File: src/hdl/swdpc_pkg.sv
// Package for the smoothed window dwell pump controller.
// Holds the shared types, register indexes, lighting codes and reset values.
// No dependencies.
package swdpc_pkg;

    localparam int unsigned SampleW  = 10;
    localparam int unsigned TickW    = 16;
    localparam int unsigned AvgW     = 18;
    localparam int unsigned WeightW  = 8;
    localparam int unsigned FlagsW   = 3;
    localparam int unsigned CfgAddrW = 3;
    localparam int unsigned CfgDataW = 16;

    // Configuration register indexes.
    localparam logic [CfgAddrW-1:0] RegModeFlags = 3'd0;
    localparam logic [CfgAddrW-1:0] RegWeight    = 3'd1;
    localparam logic [CfgAddrW-1:0] RegOnThr     = 3'd2;
    localparam logic [CfgAddrW-1:0] RegOffThr    = 3'd3;
    localparam logic [CfgAddrW-1:0] RegUpperThr  = 3'd4;
    localparam logic [CfgAddrW-1:0] RegDwell     = 3'd5;
    localparam logic [CfgAddrW-1:0] RegMinIntv   = 3'd6;

    // Mode flag bit positions.
    localparam int unsigned FlagForce = 0;
    localparam int unsigned FlagAuto  = 1;
    localparam int unsigned FlagLight = 2;

    // Lighting codes.
    localparam logic [1:0] LightNormal   = 2'd0;
    localparam logic [1:0] LightWatering = 2'd1;
    localparam logic [1:0] LightWhite    = 2'd2;

    // Register reset values.
    localparam logic [FlagsW-1:0]  RstModeFlags = 3'd6;
    localparam logic [WeightW-1:0] RstWeight    = 8'd230;
    localparam logic [SampleW-1:0] RstOnThr     = 10'd500;
    localparam logic [SampleW-1:0] RstOffThr    = 10'd300;
    localparam logic [SampleW-1:0] RstUpperThr  = 10'd900;
    localparam logic [TickW-1:0]   RstDwell     = 16'd5000;
    localparam logic [TickW-1:0]   RstMinIntv   = 16'd100;

    typedef struct packed {
        logic [FlagsW-1:0]  mode_flags;
        logic [WeightW-1:0] smoothing_weight;
        logic [SampleW-1:0] on_threshold;
        logic [SampleW-1:0] off_threshold;
        logic [SampleW-1:0] upper_threshold;
        logic [TickW-1:0]   dwell_ticks;
        logic [TickW-1:0]   min_interval;
    } t_cfg;

    typedef struct packed {
        logic [AvgW-1:0]  average;
        logic             request;
        logic [TickW-1:0] window_entry_time;
        logic [TickW-1:0] last_processed_time;
        logic             relay_level;
        logic [1:0]       light_code;
    } t_state;

    typedef struct packed {
        logic [SampleW-1:0] sample;
        logic [TickW-1:0]   timestamp;
    } t_item;

    typedef struct packed {
        logic               processed;
        logic               relay_drive;
        logic [1:0]         led_mode;
        logic [SampleW-1:0] smoothed;
        logic               pump_request;
    } t_result;

endpackage

File: src/hdl/swdpc_step.sv
// One controller step: rate limit, relay and light drive, average update and
// dwell window test, all as combinational logic. Depends on swdpc_pkg.
module swdpc_step (
    input  swdpc_pkg::t_cfg    i_cfg,
    input  swdpc_pkg::t_state  i_state,
    input  swdpc_pkg::t_item   i_item,
    output swdpc_pkg::t_state  o_state,
    output swdpc_pkg::t_result o_result
);

    logic [swdpc_pkg::TickW-1:0]   since;
    logic [swdpc_pkg::TickW-1:0]   dwell;
    logic                          take;
    logic                          relay;
    logic [1:0]                    light;
    logic signed [swdpc_pkg::AvgW:0]    diff;
    logic signed [swdpc_pkg::AvgW+9:0]  prod;
    logic signed [swdpc_pkg::AvgW+9:0]  total;
    logic [swdpc_pkg::AvgW-1:0]    avg_new;
    logic [swdpc_pkg::SampleW-1:0] lower;
    logic                          in_window;

    assign since = i_item.timestamp - i_state.last_processed_time;
    assign take  = (since >= i_cfg.min_interval);

    always_comb begin
        if (i_cfg.mode_flags[swdpc_pkg::FlagForce]) begin
            relay = 1'b1;
            light = swdpc_pkg::LightNormal;
        end else if (i_cfg.mode_flags[swdpc_pkg::FlagAuto] && i_state.request) begin
            relay = 1'b1;
            light = swdpc_pkg::LightWatering;
        end else begin
            relay = 1'b0;
            light = swdpc_pkg::LightNormal;
        end
        if (!i_cfg.mode_flags[swdpc_pkg::FlagLight]) begin
            light = swdpc_pkg::LightWhite;
        end
    end

    // avg*w + (x<<8)*(256-w) is rewritten as (x<<16) + (avg - (x<<8))*w so
    // that a single signed multiplier does the blend. The sum is never negative.
    assign diff  = $signed({1'b0, i_state.average}) - $signed({1'b0, i_item.sample, 8'd0});
    assign prod  = diff * $signed({1'b0, i_cfg.smoothing_weight});
    assign total = $signed({2'b00, i_item.sample, 16'd0}) + prod;
    assign avg_new = total[swdpc_pkg::AvgW+7:8];

    assign lower     = i_state.request ? i_cfg.off_threshold : i_cfg.on_threshold;
    assign in_window = (avg_new > {lower, 8'd0}) && (avg_new < {i_cfg.upper_threshold, 8'd0});
    assign dwell     = i_item.timestamp - i_state.window_entry_time;

    always_comb begin
        o_state = i_state;
        if (take) begin
            o_state.last_processed_time = i_item.timestamp;
            o_state.relay_level         = relay;
            o_state.light_code          = light;
            o_state.average             = avg_new;
            if (!in_window) begin
                o_state.window_entry_time = i_item.timestamp;
                o_state.request           = 1'b0;
            end else if (dwell > i_cfg.dwell_ticks) begin
                o_state.request = 1'b1;
            end
        end
    end

    always_comb begin
        o_result.processed    = take;
        o_result.relay_drive  = o_state.relay_level;
        o_result.led_mode     = o_state.light_code;
        o_result.smoothed     = o_state.average[swdpc_pkg::AvgW-1:8];
        o_result.pump_request = o_state.request;
    end

endmodule

File: src/hdl/smoothed_window_dwell_pump_control_unit.sv
// Top level of the smoothed window dwell pump controller: stream ports,
// configuration registers, input and result registers. Depends on swdpc_pkg
// and swdpc_step.
//
// Usage. Each input beat on the slave stream carries a 10-bit moisture sample
// and a 16-bit tick timestamp. Every accepted beat yields exactly one result
// beat on the master stream, in order. The result's tuser bit says whether the
// sample passed the rate limit; tdata holds the relay level, lighting code,
// integer part of the smoothed reading and the pump request after the step.
// Registers are written through the plain write port while the block is idle.
//
// Timing. A beat is captured in the input register, the step is worked out
// from it and lands in the result register, from which the result is offered.
// One beat per cycle is sustained while the receiver keeps tready high; the
// rate rests on the combinational state update (one 19x9 multiply-add and
// the window compares) that each sample feeds into the next.
//
// Reset (synchronous, active low) loads the register defaults and clears the
// average, request, timestamps, relay level and lighting code. When the
// receiver stalls, the result register holds, the input register fills, and
// then the slave tready drops until the result beat is taken.
module smoothed_window_dwell_pump_control_unit (
    input  logic        i_clk,
    input  logic        i_rst_n,
    input  logic        i_s_axis_tvalid,
    output logic        o_s_axis_tready,
    input  logic [31:0] i_s_axis_tdata,  // [9:0] sample, [25:10] timestamp
    output logic        o_m_axis_tvalid,
    input  logic        i_m_axis_tready,
    output logic [15:0] o_m_axis_tdata,  // [0] relay_drive, [2:1] led_mode,
                                         // [12:3] smoothed, [13] pump_request
    output logic        o_m_axis_tuser,  // [0] processed
    input  logic        i_cfg_we,
    input  logic [swdpc_pkg::CfgAddrW-1:0] i_cfg_addr,
    input  logic [swdpc_pkg::CfgDataW-1:0] i_cfg_wdata
);

    swdpc_pkg::t_cfg    r_cfg;
    swdpc_pkg::t_state  r_state;
    swdpc_pkg::t_state  n_state;
    swdpc_pkg::t_item   r_item;
    swdpc_pkg::t_result r_out;
    swdpc_pkg::t_result n_out;
    logic               r_in_valid;
    logic               r_out_valid;
    logic               advance;
    logic               in_fire;

    assign advance         = r_in_valid && (!r_out_valid || i_m_axis_tready);
    assign o_s_axis_tready = !r_in_valid || advance;
    assign in_fire         = i_s_axis_tvalid && o_s_axis_tready;

    always_ff @(posedge i_clk) begin
        if (!i_rst_n) begin
            r_cfg.mode_flags       <= swdpc_pkg::RstModeFlags;
            r_cfg.smoothing_weight <= swdpc_pkg::RstWeight;
            r_cfg.on_threshold     <= swdpc_pkg::RstOnThr;
            r_cfg.off_threshold    <= swdpc_pkg::RstOffThr;
            r_cfg.upper_threshold  <= swdpc_pkg::RstUpperThr;
            r_cfg.dwell_ticks      <= swdpc_pkg::RstDwell;
            r_cfg.min_interval     <= swdpc_pkg::RstMinIntv;
        end else if (i_cfg_we) begin
            unique case (i_cfg_addr)
                swdpc_pkg::RegModeFlags:
                    r_cfg.mode_flags <= i_cfg_wdata[swdpc_pkg::FlagsW-1:0];
                swdpc_pkg::RegWeight:
                    r_cfg.smoothing_weight <= i_cfg_wdata[swdpc_pkg::WeightW-1:0];
                swdpc_pkg::RegOnThr:
                    r_cfg.on_threshold <= i_cfg_wdata[swdpc_pkg::SampleW-1:0];
                swdpc_pkg::RegOffThr:
                    r_cfg.off_threshold <= i_cfg_wdata[swdpc_pkg::SampleW-1:0];
                swdpc_pkg::RegUpperThr:
                    r_cfg.upper_threshold <= i_cfg_wdata[swdpc_pkg::SampleW-1:0];
                swdpc_pkg::RegDwell:
                    r_cfg.dwell_ticks <= i_cfg_wdata;
                swdpc_pkg::RegMinIntv:
                    r_cfg.min_interval <= i_cfg_wdata;
                default: begin
                end
            endcase
        end
    end

    swdpc_step u_step (
        .i_cfg    (r_cfg),
        .i_state  (r_state),
        .i_item   (r_item),
        .o_state  (n_state),
        .o_result (n_out)
    );

    always_ff @(posedge i_clk) begin
        if (!i_rst_n) begin
            r_in_valid  <= 1'b0;
            r_out_valid <= 1'b0;
            r_state     <= '0;
        end else begin
            if (in_fire) begin
                r_in_valid <= 1'b1;
            end else if (advance) begin
                r_in_valid <= 1'b0;
            end
            if (advance) begin
                r_out_valid <= 1'b1;
                r_state     <= n_state;
            end else if (i_m_axis_tready) begin
                r_out_valid <= 1'b0;
            end
        end
    end

    always_ff @(posedge i_clk) begin
        if (in_fire) begin
            r_item.sample    <= i_s_axis_tdata[9:0];
            r_item.timestamp <= i_s_axis_tdata[25:10];
        end
        if (advance) begin
            r_out <= n_out;
        end
    end

    assign o_m_axis_tvalid = r_out_valid;
    assign o_m_axis_tuser  = r_out.processed;
    assign o_m_axis_tdata  = {2'b00, r_out.pump_request, r_out.smoothed,
                              r_out.led_mode, r_out.relay_drive};

`ifndef SYNTHESIS
    // A rate-limited step leaves the controller state untouched.
    a_hold_on_skip: assert property (@(posedge i_clk) disable iff (!i_rst_n)
        (advance && !n_out.processed) |=> $stable(r_state))
        else $error("state changed on a rate-limited step");

    // With lighting disabled, a processed step always shows the white code.
    a_white_when_dark: assert property (@(posedge i_clk) disable iff (!i_rst_n)
        (advance && n_out.processed && !r_cfg.mode_flags[swdpc_pkg::FlagLight])
        |=> (r_out.led_mode == swdpc_pkg::LightWhite))
        else $error("lighting disabled but led code is not white");

    // The slave side only stalls when a beat is already waiting in the input register.
    a_stall_has_beat: assert property (@(posedge i_clk) disable iff (!i_rst_n)
        !o_s_axis_tready |-> (r_in_valid && r_out_valid))
        else $error("input stalled with nothing pending");

    // The result register is refilled exactly when a pending beat moves on.
    a_result_follows: assert property (@(posedge i_clk) disable iff (!i_rst_n)
        advance |=> o_m_axis_tvalid)
        else $error("step completed but no result offered");
`endif

endmodule

File: config.mk
export PLATFORM = sky130hd
export DESIGN_NAME = smoothed_window_dwell_pump_control_unit
export DESIGN_NICKNAME = d
export VERILOG_FILES = /design/src/hdl/swdpc_pkg.sv /design/src/hdl/swdpc_step.sv /design/src/hdl/smoothed_window_dwell_pump_control_unit.sv
export SDC_FILE = /design/constraint.sdc
export NUM_CORES = 1
export LEC_CHECK = 0
export ABC_AREA = 1
export BUFFER_PORTS_ARGS = -buffer_cell sky130_fd_sc_hd__clkbuf_2
export CELL_PAD_IN_SITES_DETAIL_PLACEMENT = 0
export CELL_PAD_IN_SITES_GLOBAL_PLACEMENT = 1
export CORE_MARGIN = 2
export CORE_UTILIZATION = 45
export DETAILED_ROUTE_END_ITERATION = 10
export PLACE_DENSITY_LB_ADDON = 0.3
export SLEW_MARGIN = 30
export SYNTH_ARGS = -nofsm -noshare
export SYNTH_HDL_FRONTEND = slang
export SYNTH_SLANG_ARGS = --single-unit
File: constraint.sdc
create_clock -name i_clk -period 10.5 [get_ports i_clk]
set_clock_uncertainty 0.2 [all_clocks]
set_input_delay 0.525 -clock i_clk [delete_from_list [all_inputs] [get_ports i_clk]]
set_output_delay 0.525 -clock i_clk [all_outputs]
set_load 0.02 [all_outputs]
==> results of run 1 <==
-- area by class of cell --
type | count | area, um^2 | area share
flip-flops and latches | 170 | 3814 | 0.2394
multi-input cells | 1222 | 9016 | 0.5660
repair buffers | 72 | 375.4 | 0.02356
inverters | 415 | 1558 | 0.09778
well taps | 442 | 553.0 | 0.03472
clock inverters | 10 | 140.1 | 0.008797
clock buffers | 22 | 474.2 | 0.02977
-- sequential cells by signal, summed over array words and instances (netlist names) --
signal,cells
o_m_axis_tvalid,1
r_item,26
r_cfg,73
r_in_valid,1
o_m_axis_tuser,1
o_m_axis_tdata,14
r_state,54
-- critical path, delay by kind of cell (launching register included) --
kind	cells	cell delay, ns
and+or+nand+nor	25	2.68
buffers and inverters	7	0.66
DFF	1	0.47
adders and majority gates	8	3.51
xor gates and xnor gates	1	0.39
AOI/OAI and AO/OA	8	1.25
-- metrics by stage --
| step | util | setup WS, ns | hold slack [ns] |
|---|---|---|---|
| after floorplan | - | 2.739 | 0.2245 |
| after global placement | 0.4740 | 1.239 | 0.2360 |
| after detailed placement | 0.4743 | 1.173 | 0.2439 |
| after CTS | 0.4934 | 1.126 | 0.04510 |
| after global routing | 0.4934 | 0.3195 | 0.04160 |
| final | 0.4934 | 1.130 | 0.06035 |
-- worst max-delay path by stage --
| stage | startpoint | endpoint | slack (ns) | cells past startpoint |
|---|---|---|---|---|
| 3_5_place_dp | r_item[17] | r_state[34] | 1.17 | 55 |
| 3_3_place_gp | r_item[16] | r_state[34] | 1.24 | 40 |
| 4_1_cts | r_item[17] | r_state[34] | 1.13 | 55 |
| 5_1_grt | r_item[17] | r_state[34] | 0.32 | 55 |
| 6_report | r_item[17] | r_state[34] | 1.13 | 49 |
| 2_1_floorplan | r_item[16] | r_state[24] | 2.74 | 43 |
-- cells in the final DEF (no fill, tap or decap), types with 8 or more instances in the layout --
cell type,n
inv_1,412
nand2_1,365
ha_1,144
a21oi_1,140
dfxtp_1,129
nor2_1,128
fa_1,126
o21ai_0,84
clkbuf_2,66
nand3_1,54
xor2_1,43
edfxtp_1,41
o211ai_1,18
nand2_2,17
clkbuf_16,17
nand4_1,13
xnor2_1,10
a21oi_2,10
mux2i_1,8
o21bai_1,8
-- layer usage --
metal | wire [um] | vias to the layer above | track usage | part of all wire
li1 | - | 5854 | - | -
met2 | 17950 | 188 | 0.4002 | 0.50
met1 | 15720 | 5385 | 0.2795 | 0.44
met4 | 1091 | 0 | 0.07776 | 0.030
met5 | 0 | - | 0 | 0
met3 | 1108 | 53 | 0.02529 | 0.031
-- cells by family (layout without fill, tap and decap cells) --
group,Yosys count,count (layout)
and+or+nand+nor,600,600
buffers and inverters,476,519
AOI/OAI and AO/OA,289,289
adders and majority gates,270,270
DFF,170,170
xor gates and xnor gates,53,53
muxes,8,8
other,1,2
==> flow_metrics.tcl, run 1 <==
set metrics [dict create \
    wl_um 35870 \
    fmax_mhz 106.7 \
    dpl_cell_area_um2 15320 \
    dp_hpwl_um 28370 \
    grt_overflow 0 \
    row_count 66 \
    root_buffer "clkbuf_16" \
    synth_edf_count 41 \
    yosysWarningCount 0 \
    synth-seq-cells 170 \
    fillers 3233 \
    synth_flop_cell "dfxtp_1" \
    drt_first_pass_iters 4 \
    holdPathEnd "r_item[11]" \
    drc 0 \
    cts_setup_buffers 0 \
    grt_pass1_wl_um 59500 \
    setup_viol 0 \
    vias 11480 \
    worst_hold_startpoint "i_s_axis_tdata[21]" \
    cpMaxStageDelayCell "fa_1" \
    io_pins 75 \
    cts_buffer_depth 2 \
    outcome "complete, no violations" \
    crit-reg2reg-launch "r_item[17]" \
    synth_cell_types 51 \
    clkTransAtPathRegs_ns 0.07 \
    synthMuxAreaShare 0.005470 \
    die_x_um 184.4 \
    finalHoldViolCount 0 \
    hold_path_depth 1 \
    crit_fanout 18 \
    placedCellCount 2321 \
    cp-start-kind "flip-flop" \
    crit_path_end_kind "flip-flop" \
    synth_area_leaders "dfxtp_1, fa_1, ha_1" \
    timing.rr.end "r_state[34]" \
    drive_gt1_frac 0.07588 \
    port_buffers 66 \
    grt_max_degree 90 \
    tightestPinTransition_ns 0.9196 \
    syn_area_um2 14640 \
    syn_avg_cell_area_um2 7.841 \
    cpPeakStageDelay_ns 0.55 \
    critPathRequiredTime_ns 10.59 \
    postRouteAntennaNets 0 \
    hp-class "in -> reg" \
    gp_congestion 0.8252 \
    rsz0062_at_grt "false" \
    tns_ns 0 \
    nets 2224 \
    synth_compound_area_frac 0.1125 \
    synthMostInstantiatedCell "inv_1" \
    yosys.area_share.simple 0.1692 \
    area.growth.synth_to_final_pct 8.821 \
    cts_tree "done" \
    grt_pass1_vias 11690 \
    cts_resized 0 \
    worst-r2r-setup-slack_ns 1.13 \
    antenna_found_initial 0 \
    slew_viol_final 0 \
    cap_violations 0 \
    synth_commonest_cells "inv_1, nand2_1, ha_1, a21oi_1, dfxtp_1" \
    drt_iter0_drc 613 \
    period_share 0.8924 \
    slew_headroom 0.3861 \
    cp_data_arrival_time_ns 9.46 \
    core-area_um2 32290 \
    cpMostUsedCell "nand2_1" \
    yosysTopAreaCell "dfxtp_1" \
    wl_per_cell_um 15.24 \
    postCtsHoldBufs 0 \
    design_area_um2 15930 \
    critPathKind "reg -> reg" \
    synthAdderAreaFrac 0.2954 \
    synth_top_family_by_area "adder cells" \
    h-tree-depth 4 \
    viasPerCell 4.879 \
    track_usage 0.2240 \
    min_period_ns 9.370 \
    cts_buffers 17 \
    synthCells 1867 \
    ys_seq_area_frac 0.2605 \
    num_antenna_cells 0 \
    yosys.area.top_type_share 0.1764 \
    initial_utilization 0.4534 \
    async_flop_share 0 \
    fin_cells 2353 \
    synth_xor_area_frac 0.03171 \
    die_y_um 184.4 \
    clk_latency_ns 0.44 \
    r2r.worst_path.cells 49 \
    cts_sinks 170 \
    die_area_um2 33990 \
]
Power of run 1 is not shown: default switching activity piles up to over one toggle a cycle in this logic, so the estimate is an artifact.
==> inputs of run 2 (changes only) <==
--- a/config.mk
+++ b/config.mk
@@ -7,8 +7,6 @@
 export LEC_CHECK = 0
 export ABC_AREA = 1
 export BUFFER_PORTS_ARGS = -buffer_cell sky130_fd_sc_hd__clkbuf_2
-export CELL_PAD_IN_SITES_DETAIL_PLACEMENT = 0
-export CELL_PAD_IN_SITES_GLOBAL_PLACEMENT = 1
 export CORE_MARGIN = 2
 export CORE_UTILIZATION = 45
 export DETAILED_ROUTE_END_ITERATION = 10
==> run 2 against run 1 <==
  * First-iteration DRC count down 6.9%
  * Sequential share of layout area about the same
  * Cell area down 0.16%
  * Clock-buffer cell count down 1
  * Critical path depth up 6
  * Maximum frequency up 1.1%
  * Largest cell class unchanged
  * Highest routed layer unchanged
  * Global-route usage down 0.77 points
  * Via count up 1.2%
  * Setup slack better by 0.10 ns
  * Sequential cell count unchanged
  * Critical path type unchanged
  * Final cell count about the same
  * Die area unchanged
==> flow_metrics.tcl, run 2 (synthesis results as in run 1) <==
set metrics [dict create \
    largestRegisters "r_cfg: 73 flops, r_state: 54 flops, r_item: 26 flops" \
    final_util 0.4926 \
    crit_fanout 18 \
    slew_headroom 0.3581 \
    use_met3 0.02332 \
    layout_commonest_cell "inv_1" \
    worst-r2r-setup-slack_ns 1.23 \
    grt_pass1_wl_um 58180 \
    cpMostUsedCell "nand2_1" \
    crit_path_end_kind "flip-flop" \
    setup_viol 0 \
    drt_iter0_drc 571 \
    mostFrequentLayoutCells "inv_1, nand2_1, ha_1, a21oi_1, dfxtp_1" \
    vias 11610 \
    tightestPinTransition_ns 0.9593 \
    cts_sinks 170 \
    cap_violations 0 \
    worst_hold_startpoint "i_s_axis_tdata[24]" \
    tns_ns 0 \
    die_x_um 184.4 \
    track_usage 0.2163 \
    antenna_found_initial 0 \
    root_buffer "clkbuf_16" \
    wl_per_cell_um 14.78 \
    dp_hpwl_um 27710 \
    min_period_ns 9.267 \
    busiest_layer "met2" \
    fmax_mhz 107.9 \
    die_area_um2 33990 \
    nets 2225 \
    grt_use_met2 0.4018 \
    dpl_cell_area_um2 15310 \
    holdWs_ns 0.05992 \
    holdPathEnd "r_item[14]" \
    period_share 0.8826 \
    cp_data_arrival_time_ns 9.36 \
    fillers 3138 \
    cts_setup_buffers 0 \
    postRouteAntennaNets 0 \
    drt_first_pass_iters 5 \
    initial_utilization 0.4534 \
    postCtsHoldBufs 0 \
    design_area_um2 15910 \
    cp-start-kind "flip-flop" \
    regMostFlops "r_cfg" \
    clk_latency_ns 0.44 \
    cts_buffer_depth 2 \
    port_buffers 66 \
    cts_resized 0 \
    r2r.worst_path.cells 55 \
    grt_overflow 0 \
    gp_congestion 0.8399 \
    crit-reg2reg-launch "r_item[17]" \
    wl_um 34790 \
    drc 0 \
    area.growth.synth_to_final_pct 8.650 \
    row_count 66 \
    drive_gt1_frac 0.07688 \
    hp-class "in -> reg" \
    grt_max_degree 90 \
    hold_path_depth 1 \
    num_antenna_cells 0 \
    slew_viol_final 0 \
    timing.rr.end "r_state[21]" \
    cpPeakStageDelay_ns 0.57 \
    cts_tree "done" \
    critPathKind "reg -> reg" \
    viasPerCell 4.933 \
    cts_buffers 17 \
    h-tree-depth 4 \
    io_pins 75 \
    gr-usage-met1 0.2643 \
    clkTransAtPathRegs_ns 0.07 \
    critPathRequiredTime_ns 10.60 \
    finalHoldViolCount 0 \
    largest_reg_flops 73 \
    grt_pass1_vias 11680 \
    core-area_um2 32290 \
    rsz0062_at_grt "false" \
    cpMaxStageDelayCell "fa_1" \
    outcome "complete, no violations" \
    die_y_um 184.4 \
]
## run 2: cell count changes in the layout (fill, tap and decap cells not counted), sizes merged
cell | before | now
inv | 416 | 420
bufinv | 3 | 1
buf | 6 | 7
clkbuf | 88 | 87
clkinvlp | 2 | 1
## run 2: how the worst max path moves through the flow
stage                        to       start  slack [ns]
global placement    r_state[34]  r_item[16]        1.38
CTS                 r_state[34]  r_item[17]        1.25
global route        r_state[22]  r_item[17]        0.40
floorplan           r_state[24]  r_item[16]        2.74
detailed placement  r_state[34]  r_item[17]        1.30
finish              r_state[21]  r_item[17]        1.23
## run 2: worst max-delay path: cells and delay by family, from the launching register on
family / cells / cell delay [ns]
simple gates: 36 / 3.63
flops: 1 / 0.46
fa+ha+maj: 8 / 3.25
xor+xnor: 1 / 0.54
compound gates: 4 / 0.47
buf+inv: 6 / 0.51
## run 2: per-stage QoR
step	instances	worst slack (ns)
2_1_floorplan	1868	2.739
3_3_place_gp	2322	1.384
3_5_place_dp	2322	1.305
4_1_cts	2354	1.249
5_1_grt	2354	0.4000
6_report	2354	1.233
## run 2: layout make-up
type	instances	area (um^2)	share of cell area
multi-input combinational	1222	9009	0.5664
sequential	170	3814	0.2398
inverter	415	1558	0.09794
tap	442	553.0	0.03477
clock buffer	21	481.7	0.03029
timing repair buffer	73	382.9	0.02407
clock inverter	11	107.6	0.006765
## run 2: per-layer routing
metal	wire, um	share of wire
met1	15030	0.43
met2	18110	0.52
met3	1054	0.030
met4	593	0.017
met5	0	0
Power of run 2 is left out for the same reason.
